### config.mk
export PLATFORM = sky130hd
export DESIGN_NAME = message_address_char_parser_core
export DESIGN_NICKNAME = d
export VERILOG_FILES = /design/src/rtl/macp_pkg.sv /design/src/rtl/macp_step.sv /design/src/rtl/message_address_char_parser_core.sv
export SDC_FILE = /design/constraint.sdc
export NUM_CORES = 1
export LEC_CHECK = 0
export ABC_AREA = 1
export ABC_CLOCK_PERIOD_IN_PS = 3560
export BUFFER_PORTS_ARGS = -buffer_cell sky130_fd_sc_hd__buf_2
export CORE_MARGIN = 2
export CORE_UTILIZATION = 30
export DETAILED_ROUTE_END_ITERATION = 12
export PLACE_DENSITY = 0.57
export RECOVER_POWER = 25
export SYNTH_ARGS = -nofsm -noshare
export SYNTH_HDL_FRONTEND = slang
export SYNTH_SLANG_ARGS = --single-unit
### constraint.sdc
create_clock -name clock -period 3.56 [get_ports clock]
set_input_delay 0.178 -clock clock [delete_from_list [all_inputs] [get_ports clock]]
set_output_delay 0.178 -clock clock [all_outputs]
set_load 0.005 [all_outputs]
### src/rtl/macp_pkg.sv
package macp_pkg;

   // parse context, one-hot
   typedef enum logic [9:0] {
      CX_PROTOCOL = 10'b00_0000_0001,
      CX_ADDR     = 10'b00_0000_0010,
      CX_ROLE     = 10'b00_0000_0100,
      CX_HOST     = 10'b00_0000_1000,
      CX_NODE     = 10'b00_0001_0000,
      CX_TASK     = 10'b00_0010_0000,
      CX_VPATH    = 10'b00_0100_0000,
      CX_END      = 10'b00_1000_0000,
      CX_COLON2   = 10'b01_0000_0000,
      CX_SLASH2   = 10'b10_0000_0000
   } ctx_type;

   localparam logic [2:0] TAG_NONE     = 3'd0;
   localparam logic [2:0] TAG_PROTOCOL = 3'd1;
   localparam logic [2:0] TAG_ROLE     = 3'd2;
   localparam logic [2:0] TAG_HOST     = 3'd3;
   localparam logic [2:0] TAG_NODE     = 3'd4;
   localparam logic [2:0] TAG_TASK     = 3'd5;
   localparam logic [2:0] TAG_PATH     = 3'd6;

   localparam logic [1:0] FMT_DEFAULT = 2'd0;
   localparam logic [1:0] FMT_ROLE    = 2'd1;
   localparam logic [1:0] FMT_VPATH   = 2'd2;
   localparam logic [1:0] FMT_RAW     = 2'd3;

   localparam logic [7:0] CH_AT        = 8'h40;
   localparam logic [7:0] CH_HASH      = 8'h23;
   localparam logic [7:0] CH_SLASH     = 8'h2f;
   localparam logic [7:0] CH_COLON     = 8'h3a;
   localparam logic [7:0] CH_SPACE     = 8'h20;
   localparam logic [7:0] CH_PRINT_LO  = 8'd32;
   localparam logic [7:0] CH_PRINT_END = 8'd127;

   typedef struct packed {
      ctx_type ctx;
      logic    task_empty;
      logic    role_seen;
      logic    path_seen;
      logic    only_protocol;
      logic    failed;
   } macp_state_type;

   typedef struct packed {
      logic [2:0] field_tag;
      logic       char_error;
      logic       format_valid;
      logic [1:0] addr_format;
   } macp_result_type;

   localparam macp_state_type STATE_RESET = '{
      ctx:           CX_PROTOCOL,
      task_empty:    1'b1,
      role_seen:     1'b0,
      path_seen:     1'b0,
      only_protocol: 1'b1,
      failed:        1'b0
   };

endpackage

### src/rtl/macp_step.sv
module macp_step (
   input  macp_pkg::macp_state_type  cur,
   input  logic [7:0]                ch,
   input  logic                      is_last,
   output macp_pkg::macp_state_type  nxt,
   output macp_pkg::macp_result_type res
);
   import macp_pkg::*;

   macp_state_type  st;
   logic [2:0]      tag;
   logic            err;

   always_comb begin
      st  = cur;
      tag = TAG_NONE;
      err = 1'b0;
      if (!cur.failed) begin
         if (ch < CH_PRINT_LO || ch >= CH_PRINT_END) begin
            err = 1'b1;
         end else if (cur.ctx == CX_COLON2) begin
            st.only_protocol = 1'b0;
            if (ch != CH_COLON) err = 1'b1;
            else st.ctx = CX_ADDR;
         end else if (cur.ctx == CX_SLASH2) begin
            st.only_protocol = 1'b0;
            if (ch != CH_SLASH) begin
               err = 1'b1;
            end else begin
               st.ctx       = CX_VPATH;
               st.path_seen = 1'b1;
               tag          = TAG_PATH;
            end
         end else if (ch == CH_AT) begin
            st.only_protocol = 1'b0;
            // an at-sign opening the task belongs to the task
            if (cur.ctx == CX_TASK && cur.task_empty) begin
               st.task_empty = 1'b0;
               tag           = TAG_TASK;
            end else if (cur.ctx != CX_PROTOCOL && cur.ctx != CX_ADDR) begin
               err = 1'b1;
            end else begin
               st.ctx = CX_ROLE;
            end
         end else if (ch == CH_HASH) begin
            st.only_protocol = 1'b0;
            if (cur.ctx != CX_PROTOCOL && cur.ctx != CX_ADDR) err = 1'b1;
            else st.ctx = CX_HOST;
         end else if (ch == CH_SLASH) begin
            st.only_protocol = 1'b0;
            case (cur.ctx)
               CX_PROTOCOL, CX_ADDR: begin
                  if (is_last) begin
                     err = 1'b1;
                  end else begin
                     st.ctx = CX_SLASH2;
                     tag    = TAG_PATH;
                  end
               end
               CX_VPATH: tag = TAG_PATH;
               CX_HOST:  st.ctx = CX_NODE;
               CX_NODE:  st.ctx = CX_TASK;
               CX_TASK:  st.ctx = CX_END;
               default:  err = 1'b1;
            endcase
         end else if (ch == CH_COLON) begin
            st.only_protocol = 1'b0;
            if (cur.ctx != CX_PROTOCOL || is_last) err = 1'b1;
            else st.ctx = CX_COLON2;
         end else if (ch == CH_SPACE) begin
            st.only_protocol = 1'b0;
         end else begin
            case (cur.ctx)
               CX_PROTOCOL: tag = TAG_PROTOCOL;
               CX_ADDR: begin
                  st.only_protocol = 1'b0;
                  st.ctx           = CX_HOST;
                  tag              = TAG_HOST;
               end
               CX_ROLE: begin
                  st.only_protocol = 1'b0;
                  st.role_seen     = 1'b1;
                  tag              = TAG_ROLE;
               end
               CX_HOST: begin
                  st.only_protocol = 1'b0;
                  tag              = TAG_HOST;
               end
               CX_NODE: begin
                  st.only_protocol = 1'b0;
                  tag              = TAG_NODE;
               end
               CX_TASK: begin
                  st.only_protocol = 1'b0;
                  st.task_empty    = 1'b0;
                  tag              = TAG_TASK;
               end
               CX_VPATH: begin
                  st.only_protocol = 1'b0;
                  tag              = TAG_PATH;
               end
               default: begin
                  st.only_protocol = 1'b0;
                  err              = 1'b1;
               end
            endcase
         end
         if (err) begin
            st.failed = 1'b1;
            tag       = TAG_NONE;
         end
      end

      res.field_tag    = tag;
      res.char_error   = err;
      res.format_valid = 1'b0;
      res.addr_format  = FMT_DEFAULT;
      nxt              = st;
      if (is_last) begin
         if (!st.failed) begin
            res.format_valid = 1'b1;
            if (st.role_seen)          res.addr_format = FMT_ROLE;
            else if (st.path_seen)     res.addr_format = FMT_VPATH;
            else if (st.only_protocol) res.addr_format = FMT_RAW;
            else                       res.addr_format = FMT_DEFAULT;
         end
         nxt = STATE_RESET;
      end
   end

endmodule

### src/rtl/message_address_char_parser_core.sv
// rsp_valid rises after the req transfer passes the input register, then the result register
// throughput: one character per cycle unless rsp_ready stalls the result register;
// the parse context update is a single-cycle loop; input register and result register
// stall independently, so req_ready stays high while a finished result waits unless
// both stages are full. Reset (synchronous, active high) empties both stages and returns
// the parse context to protocol; the context also returns to reset after every last character
module message_address_char_parser_core (
   input  logic       clock,
   input  logic       reset,
   input  logic       req_valid,
   output logic       req_ready,
   input  logic [7:0] req_ch,
   input  logic       req_is_last,
   output logic       rsp_valid,
   input  logic       rsp_ready,
   output logic [2:0] rsp_field_tag,
   output logic       rsp_char_error,
   output logic       rsp_format_valid,
   output logic [1:0] rsp_addr_format
);
   import macp_pkg::*;

   logic            in_vld_ff, in_vld_in;
   logic [7:0]      ch_ff;
   logic            last_ff;
   logic            out_vld_ff, out_vld_in;
   macp_result_type res_ff, res_in;
   macp_state_type  state_ff, state_in;
   logic            advance;
   logic            req_xfer;

   macp_step u_step (
      .cur     (state_ff),
      .ch      (ch_ff),
      .is_last (last_ff),
      .nxt     (state_in),
      .res     (res_in)
   );

   assign advance   = in_vld_ff && (!out_vld_ff || rsp_ready);
   assign req_ready = !in_vld_ff || advance;
   assign req_xfer  = req_valid && req_ready;

   assign in_vld_in  = req_xfer || (in_vld_ff && !advance);
   assign out_vld_in = advance || (out_vld_ff && !rsp_ready);

   always_ff @(posedge clock) begin
      if (reset) begin
         in_vld_ff  <= 1'b0;
         out_vld_ff <= 1'b0;
         state_ff   <= STATE_RESET;
      end else begin
         in_vld_ff  <= in_vld_in;
         out_vld_ff <= out_vld_in;
         if (advance) state_ff <= state_in;
      end
   end

   always_ff @(posedge clock) begin
      if (req_xfer) begin
         ch_ff   <= req_ch;
         last_ff <= req_is_last;
      end
      if (advance) res_ff <= res_in;
   end

   assign rsp_valid        = out_vld_ff;
   assign rsp_field_tag    = res_ff.field_tag;
   assign rsp_char_error   = res_ff.char_error;
   assign rsp_format_valid = res_ff.format_valid;
   assign rsp_addr_format  = res_ff.addr_format;

   a_ctx_onehot: assert property (@(posedge clock) disable iff (reset)
      $onehot(state_ff.ctx))
      else $error("parse context not one-hot");

   a_last_resets: assert property (@(posedge clock) disable iff (reset)
      advance && last_ff |=> state_ff == STATE_RESET)
      else $error("context not cleared after last character");

   a_err_no_tag: assert property (@(posedge clock) disable iff (reset)
      rsp_valid && rsp_char_error |-> rsp_field_tag == TAG_NONE && !rsp_format_valid)
      else $error("errored transfer carries a tag or a valid format");

   a_fmt_zero: assert property (@(posedge clock) disable iff (reset)
      rsp_valid && !rsp_format_valid |-> rsp_addr_format == FMT_DEFAULT)
      else $error("format reported without a clean parse");

   a_failed_silent: assert property (@(posedge clock) disable iff (reset)
      advance && state_ff.failed |=> res_ff.field_tag == TAG_NONE && !res_ff.char_error)
      else $error("character after an error was parsed");

endmodule
==> impl.org, run 1 <==
** Outcome
- The run finished with clean final reports.

** GRT
- In the global route stage, met1 resource usage came out at 17.51%.
- In this run the most used layer during global routing was met2.
- The number of global-route vias before repair came to 1809.
- Global-route wire length before repair :: 8148 um
- Number of antenna violations at the first check in global routing :: 0
- Met2 Usage GRT :: 22.45%
- Entering global routing, the biggest net connects 19 pins.
- Met3 global-route usage :: 3.143%
- Global routing used 13.83% of the available tracks across all layers.
- Overflow left after global routing :: 0

** Routing
- Via density :: 4.856
- The detailed router placed 1894 vias in this run.
- Initial DRT Pass Iterations :: 4
- In the routed design, unresolved DRC markers number 0.
- Total wire length :: 4743 um
- DRT iter0 DRCs :: 131
- Dividing the detail-routed wire length by the instance count gives 12.16 um.
- Once detail routing completed, the nets flagged for antenna violations numbered 0.

** Logic synthesis
- The number of nets in the synthesized netlist is 298.
- For this run, the number of Yosys warnings is 0.
- Sequential fraction of the synthesis area :: 40.29%
- Syn_area_per_cell :: 7.147 sq um
- Count of mapped cells out of synthesis :: 285
- Synth Register Bits :: 33
- Count of distinct cell types in the synthesized netlist :: 31
- Mapped cell area :: 2037 sq um

** CTS
- Number of CTS-inserted buffers :: 5
- Clock tree synthesis selected as its root buffer the cell clkbuf_8.
- After clock tree synthesis, the clock-pin slew on the worst setup and hold paths is 0.07 ns.
- Max Root-Sink Buffers :: 2
- Htree depth :: 2
- Gates resized during post-CTS repair numbered 0.
- After clock tree synthesis, the flow added hold-fix buffers numbering 0.
- TritonCTS built the clock tree.
- Post-CTS timing repair inserted 0 buffers for setup.
- The clock drives 33 sinks.
- Clk_lat worst skew :: 0.29 ns

** Cells and area
- Register Area :: 820.8 sq um
- Fraction of layout cells with a size suffix above 1 :: 19.68%
- In the layout the commonest cells are nand2_1 (57), nor2_1 (45), inv_1 (38), nand3_1 (23), buf_2 (21).
- The layout has 731 filler cells.
- Most frequent standard cell in the layout excluding fill and tap cells :: nand2_1
- Antenna diodes :: 0
- Summing all multi-input logic gate instances after layout gives 1007 sq um.
- Cell area after layout :: 2288 sq um
- Post-layout net count :: 322
- Syn-to-layout area delta :: 12.35%

** Critical path
- CP cell instances :: nor2_2 -> nand2_1 -> nor2_2 -> inv_1 -> o21ai_0 -> inv_1 -> nand2_2 -> nand2_1 -> o21ai_0 -> inv_1
- In this run the worst setup path begins at ch_ff[7].
- The startpoint identified for the worst register-to-register timing path is ch_ff[7].
- Critical path type :: flop to flop
- Data arrival, critical path :: 2.32 ns
- Along the worst path, the maximum fanout reaches 11.
- The most numerous cell type found on the critical path is inv_1.
- For this run, the slowest stage of the critical path takes 0.42 ns.
- Kind of capture point of the worst setup path :: flop
- The setup check on the worst reg-to-reg path leaves a slack of 1.29 ns.
- Crit start category :: flop
- Required time of the critical path :: 3.61 ns
- Among all stages on the critical path, the largest delay is contributed by edfxtp_1.

** Floorplan
- Io pins :: 22
- Horizontal die dimension :: 86.40 um
- Once the floorplan was initialized, standard cells occupied 30.49% of the core.
- The die is 86.40 um tall.
- The core region is 6681 sq um.
- The die covers 7465 sq um.
- FP Rows :: 30

** Timing
- Clock tree skew after final layout :: 0.009272 ns
- For the pin with the worst max-slew slack, the measured transition is 0.6131 ns.
- Final-report hold violation count :: 0
- Final Slew Violations :: 0
- Normalized max-slew margin :: 59.02%
- Fmax :: 440.6 MHz
- For the final routed database, the setup TNS stands at 0 ns.
- Setup violations remaining at the end of the flow were counted as 0.
- The clock period could shrink to 2.270 ns.
- Dividing the final minimum period by the clock period gives 63.75%.
- Setup repair after global routing left no endpoint under its margin.

** Worst hold path
- Worst hold path class :: input pin to flop
- Start point of the worst min-delay path :: req_ch[5]

** Placement
- Half-perimeter wire length after detailed placement :: 3665 um
- The placed instances occupy a cell area of 2206 sq um.
- Buffers placed on the I/O ports in this run total 21.
- Weighted congestion reported at the end of routability-driven placement :: 0.9502

** Run
- Max-cap violation count :: 0

** Power
- Largest voltage drop on the vdd net :: 144.0 uV
- The analysis attributes to cell leakage a power of 0.001088 uW.
- Power spread over the standard cell area amounts to 371.8 nW/um^2.
==> report_power, final <==
| group | leakage, uW | switching, uW | internal, uW |
|---|---|---|---|
| clock | 0.0000450 | 140 | 135 |
| sequential | 0.000291 | 15.9 | 420 |
| combinational | 0.000751 | 92.8 | 46.8 |
==> metrics by stage <==
stage	instances	setup slack, ns	hold slack (ns)	utilization [%]	total power (uW)
5_1_grt	390	1.067	0.04353	34.25	904.2
4_1_cts	390	1.298	0.05261	34.25	861.7
3_3_place_gp	382	1.336	0.3553	33.02	583.1
2_1_floorplan	285	1.822	0.2471	-	544.0
6_report	390	1.290	0.05899	34.25	850.7
3_5_place_dp	382	1.291	0.3565	33.02	583.4
==> path summary, 6_finish.rpt <==
path / to / cells after the start
hold / removal: ch_ff[5] / 1
hold reg to reg: state_ff[3] / 2
setup / recovery: rsp_char_error / 10
setup reg to reg: rsp_char_error / 10
==> state kept, by name (all words and copies together), names as in the netlist <==
| register | flops |
|---|---|
| ch_ff | 8 |
| in_vld_ff | 1 |
| last_ff | 1 |
| rsp_addr_format | 2 |
| rsp_char_error | 1 |
| rsp_field_tag | 3 |
| rsp_format_valid | 1 |
| rsp_valid | 1 |
| state_ff | 15 |
==> critical path: cells and delay by family, from the launching register on <==
family	cells	cell delay [ns]
flops	1	0.42
compound gates	2	0.44
buf+inv	3	0.35
simple gates	5	0.81
==> cell families after synthesis <==
family                 after synthesis  synth area share [%]
buffers and inverters               50                 10.26
AND/OR/NAND/NOR                    164                 38.45
AO/OA/AOI/OAI                       38                 11.00
flip-flops                          33                 40.29
==> final cells by class <==
type                    instances  share of cell area [%]
clock buffers                   6                   3.171
clock inverters                 2                  0.4374
inverters                      46                   7.545
multi-input cells             202                   44.01
flip-flops and latches         33                   35.87
well taps                      80                   4.374
repair buffers                 21                   4.593
==> cells in the mapped netlist (all sizes together) <==
cell    number  area share (%)
nor3         7             2.5
a41oi        1            0.43
a211oi       2            0.74
nand3       27             7.6
o21ai       13             3.6
buf          4             1.8
a31oi        3            0.92
o22ai        2            0.61
dfxtp       17              17
nor4         1            0.31
clkinv       1            0.18
nor2        55              11
inv         45             8.3
nor3b        1            0.37
nand2       64              13
nand4        7             2.1
edfxtp      16              24
a21oi       17             4.7
nand3b       2            0.74
==> layer usage <==
metal | routed length [um] | share of wire, %
met3 | 174 | 3.7
met2 | 2208 | 47
met4 | 123 | 2.6
met5 | 0 | 0
met1 | 2236 | 47
Power figures use the tool's default switching activity.
==> run 2: changes to the inputs <==
- ABC_CLOCK_PERIOD_IN_PS: 3560 -> 2040
- PLACE_DENSITY: 0.57 -> 0.59
- clock period: 3.56 -> 2.04 ns (I/O delays scaled with it)
==> run 2 against run 1 <==
Sequential power rose by 75%. Count of clock-buffer cells in the layout decreased by 1. Worst hold slack worse by 0.043 ns. Fmax grew 14%. First-iteration DRC count fell by 6.1%.
==> impl.org, run 2 (synthesis gave the netlist of run 1 again) <==
** Outcome
- Run status :: complete, no violations

** Timing
- Least-Margin Pin Slew :: 0.3109 ns (-0.3022 ns)
- The total count of max-transition violations in the final report was 0 (unchanged).
- Final-report hold violation count :: 0 (unchanged)
- Unrepaired setup endpoints after global routing :: true
- Period utilization :: 97.35% (+34 points)
- Fmax :: 503.5 MHz (+14%)
- Post-layout min period :: 1.986 ns (-0.2836 ns)
- Endpoints failing setup :: 0 (unchanged)
- The post-route clock skew was 0.008205 ns (-0.001067 ns).
- The post-route worst hold slack was 0.01579 ns (-0.04320 ns).
- The worst max-slew margin expressed relative to the limit was 79.11% (+20 points).

** CTS
- Clk_lat worst skew :: 0.29 ns (about the same)
- Root cell of the clock tree :: clkbuf_8
- Number of CTS-inserted buffers :: 5 (unchanged)
- Clock tree from TritonCTS :: yes
- Htree depth :: 2 (unchanged)
- The largest buffer count on any clock path is 2 (unchanged).
- Clock Sinks :: 33 (unchanged)
- Register clock-pin slew on the reported worst setup and hold paths :: 0.07 ns (about the same)

** Floorplan
- The horizontal die dimension is 86.40 um (unchanged).
- The number of placed I/O pins came to 22 (unchanged).
- The standard cell core area came to 6681 sq um (unchanged).
- The number of rows created at floorplan came to 30 (unchanged).
- Floorplan die area :: 7465 sq um (unchanged)
- Starting density of the core :: 30.49% (unchanged)
- The floorplan die height is 86.40 um (unchanged).

** GRT
- The largest net degree at the start of global routing came to 18 (-1).
- The wire length of the first global-routing pass was 8493 um (+4.2%).
- Overflow left after global routing :: 0 (unchanged)
- The overall global routing resource usage came to 14.43% (+0.60 points).
- Number of antenna violations at the first check in global routing :: 0 (unchanged)
- The number of global-route vias before repair is 1864 (+3.0%).

** Cells and area
- The number of inserted diodes came to 0 (unchanged).
- state_ff holds more flip-flops than any other register.
- Leaving out fill and tap cells, the most frequent cells in the layout are nand2_1 (51), inv_1 (35), nor2_1 (34), nand3_1 (21), buf_2 (20).
- Syn-to-layout area delta :: 30.84%
- Leaving out fill and tap cells, the most frequent cell in the layout is nand2_1.
- Max FFs per register :: 15 (unchanged)
- Fraction of layout cells with a size suffix above 1 :: 31.86% (+12 points)
- The number of nets in the finished design came to 351 (+9.0%).

** Routing
- The number of detailed-route iterations in the first pass was 4 (unchanged).
- Via density :: 4.933 (+1.6%)
- Count of nets left with antenna violations after detail routing :: 0 (unchanged)
- The count of unresolved DRC violations after routing was 0 (unchanged).
- DRT iter0 DRCs :: 123 (-6.1%)
- Via count :: 2067 (+9.1%)
- The mean routed wirelength per cell was 12.68 um (+4.2%).
- The overall routed net length was 5311 um (+12%).

** Run
- Max-cap violation count :: 0 (unchanged)

** Placement
- The routability-driven placement congestion ratio came to 0.9835 (+3.5%).
- The post-DP HPWL was 3893 um (+6.2%).
- Port buffer count :: 21 (unchanged)

** Power
- Total power of the final layout :: 1671 uW (+96%)
- Power density over the cells :: 627.2 nW/um^2 (+69%)
- The cell leakage power is 0.001230 uW (+13%).
- The worst IR drop on VDD was 397.6 uV (+180%).

** Critical path
- Kind of capture point of the worst setup path :: flop
- The arrival time of the worst setup path is 2.17 ns (-0.15 ns).
- The largest driver fanout on the critical path was 8 (-3).
- The required time at the worst-slack endpoint was 2.22 ns (-1.39 ns).
- Critical path type :: flop to flop
- STA classifies the critical path startpoint as a flop.

** Worst hold path
- The worst hold path belongs to the class input pin to flop.
[run 2: metrics by stage]
stage	util, %	instances	instance area [sq um]	setup TNS [ns]	worst slack (ns)
2_1_floorplan	-	285	2037	0	0.3024
4_1_cts	37.66	413	2516	0	0.004392
6_report	39.89	419	2665	0	0.05398
3_5_place_dp	34.59	396	2311	-0.03666	-0.03666
5_1_grt	39.89	419	2665	-0.1987	-0.03355
3_3_place_gp	34.59	396	2311	-0.01965	-0.01965
[run 2: what timing repair did]
| action | in CTS | in global routing |
|---|---|---|
| hold buffers | 9 | 0 |
| gates cloned | 0 | 1 |
| endpoints found under the hold margin | 9 | 0 |
| endpoints found under the setup margin | 1 | 18 |
| pin swaps | 0 | 8 |
| gates resized for setup | 1 | 36 |
| buffers inserted | 0 | 5 |
[run 2: worst max-delay path, cell delays in order, from the launching register on]
cell     delay, ns
dfxtp_1       0.34
nor2_2        0.17
nand2_2       0.11
inv_2         0.08
nand2_2       0.07
nor3_4        0.31
nor2_2        0.07
nand2_1       0.09
nor3_2        0.05
nor2_4        0.22
nand2_4       0.14
a21oi_1       0.17
nor2_1        0.06
[run 2: layout make-up]
| type | count | area [sq um] |
|---|---|---|
| well taps | 80 | 100.1 |
| repair buffers | 49 | 336.6 |
| clock buffers | 5 | 68.82 |
| multi-input cells | 203 | 1122 |
| flip-flops and latches | 33 | 823.3 |
| fillers | 703 | 4016 |
| clock inverters | 3 | 41.29 |
| inverters | 46 | 172.7 |
[run 2: path summary, 6_finish.rpt]
check	start	endpoint	slack, ns	cells after the start
worst max-delay path	state_ff[6]	state_ff[6]	0.05	12
worst min-delay path	reset	in_vld_ff	0.02	2
worst max register to register	state_ff[6]	state_ff[6]	0.05	12
worst min register to register	state_ff[3]	state_ff[3]	0.47	2
[run 2: layer usage]
metal | GRT usage, % | wire, um
met3 | 2.952 | 191
met2 | 22.17 | 2441
met5 | 0 | 0
met4 | 9.375 | 269
met1 | 18.34 | 2409
[run 2: report_power, final]
| group | internal, uW | total [uW] | switching (uW) | leakage (uW) |
|---|---|---|---|---|
| Combinational | 115 | 300 | 185 | 0.000886 |
| Clock | 359 | 610 | 250 | 0.0000518 |
| Sequential | 734 | 762 | 28.1 | 0.000292 |
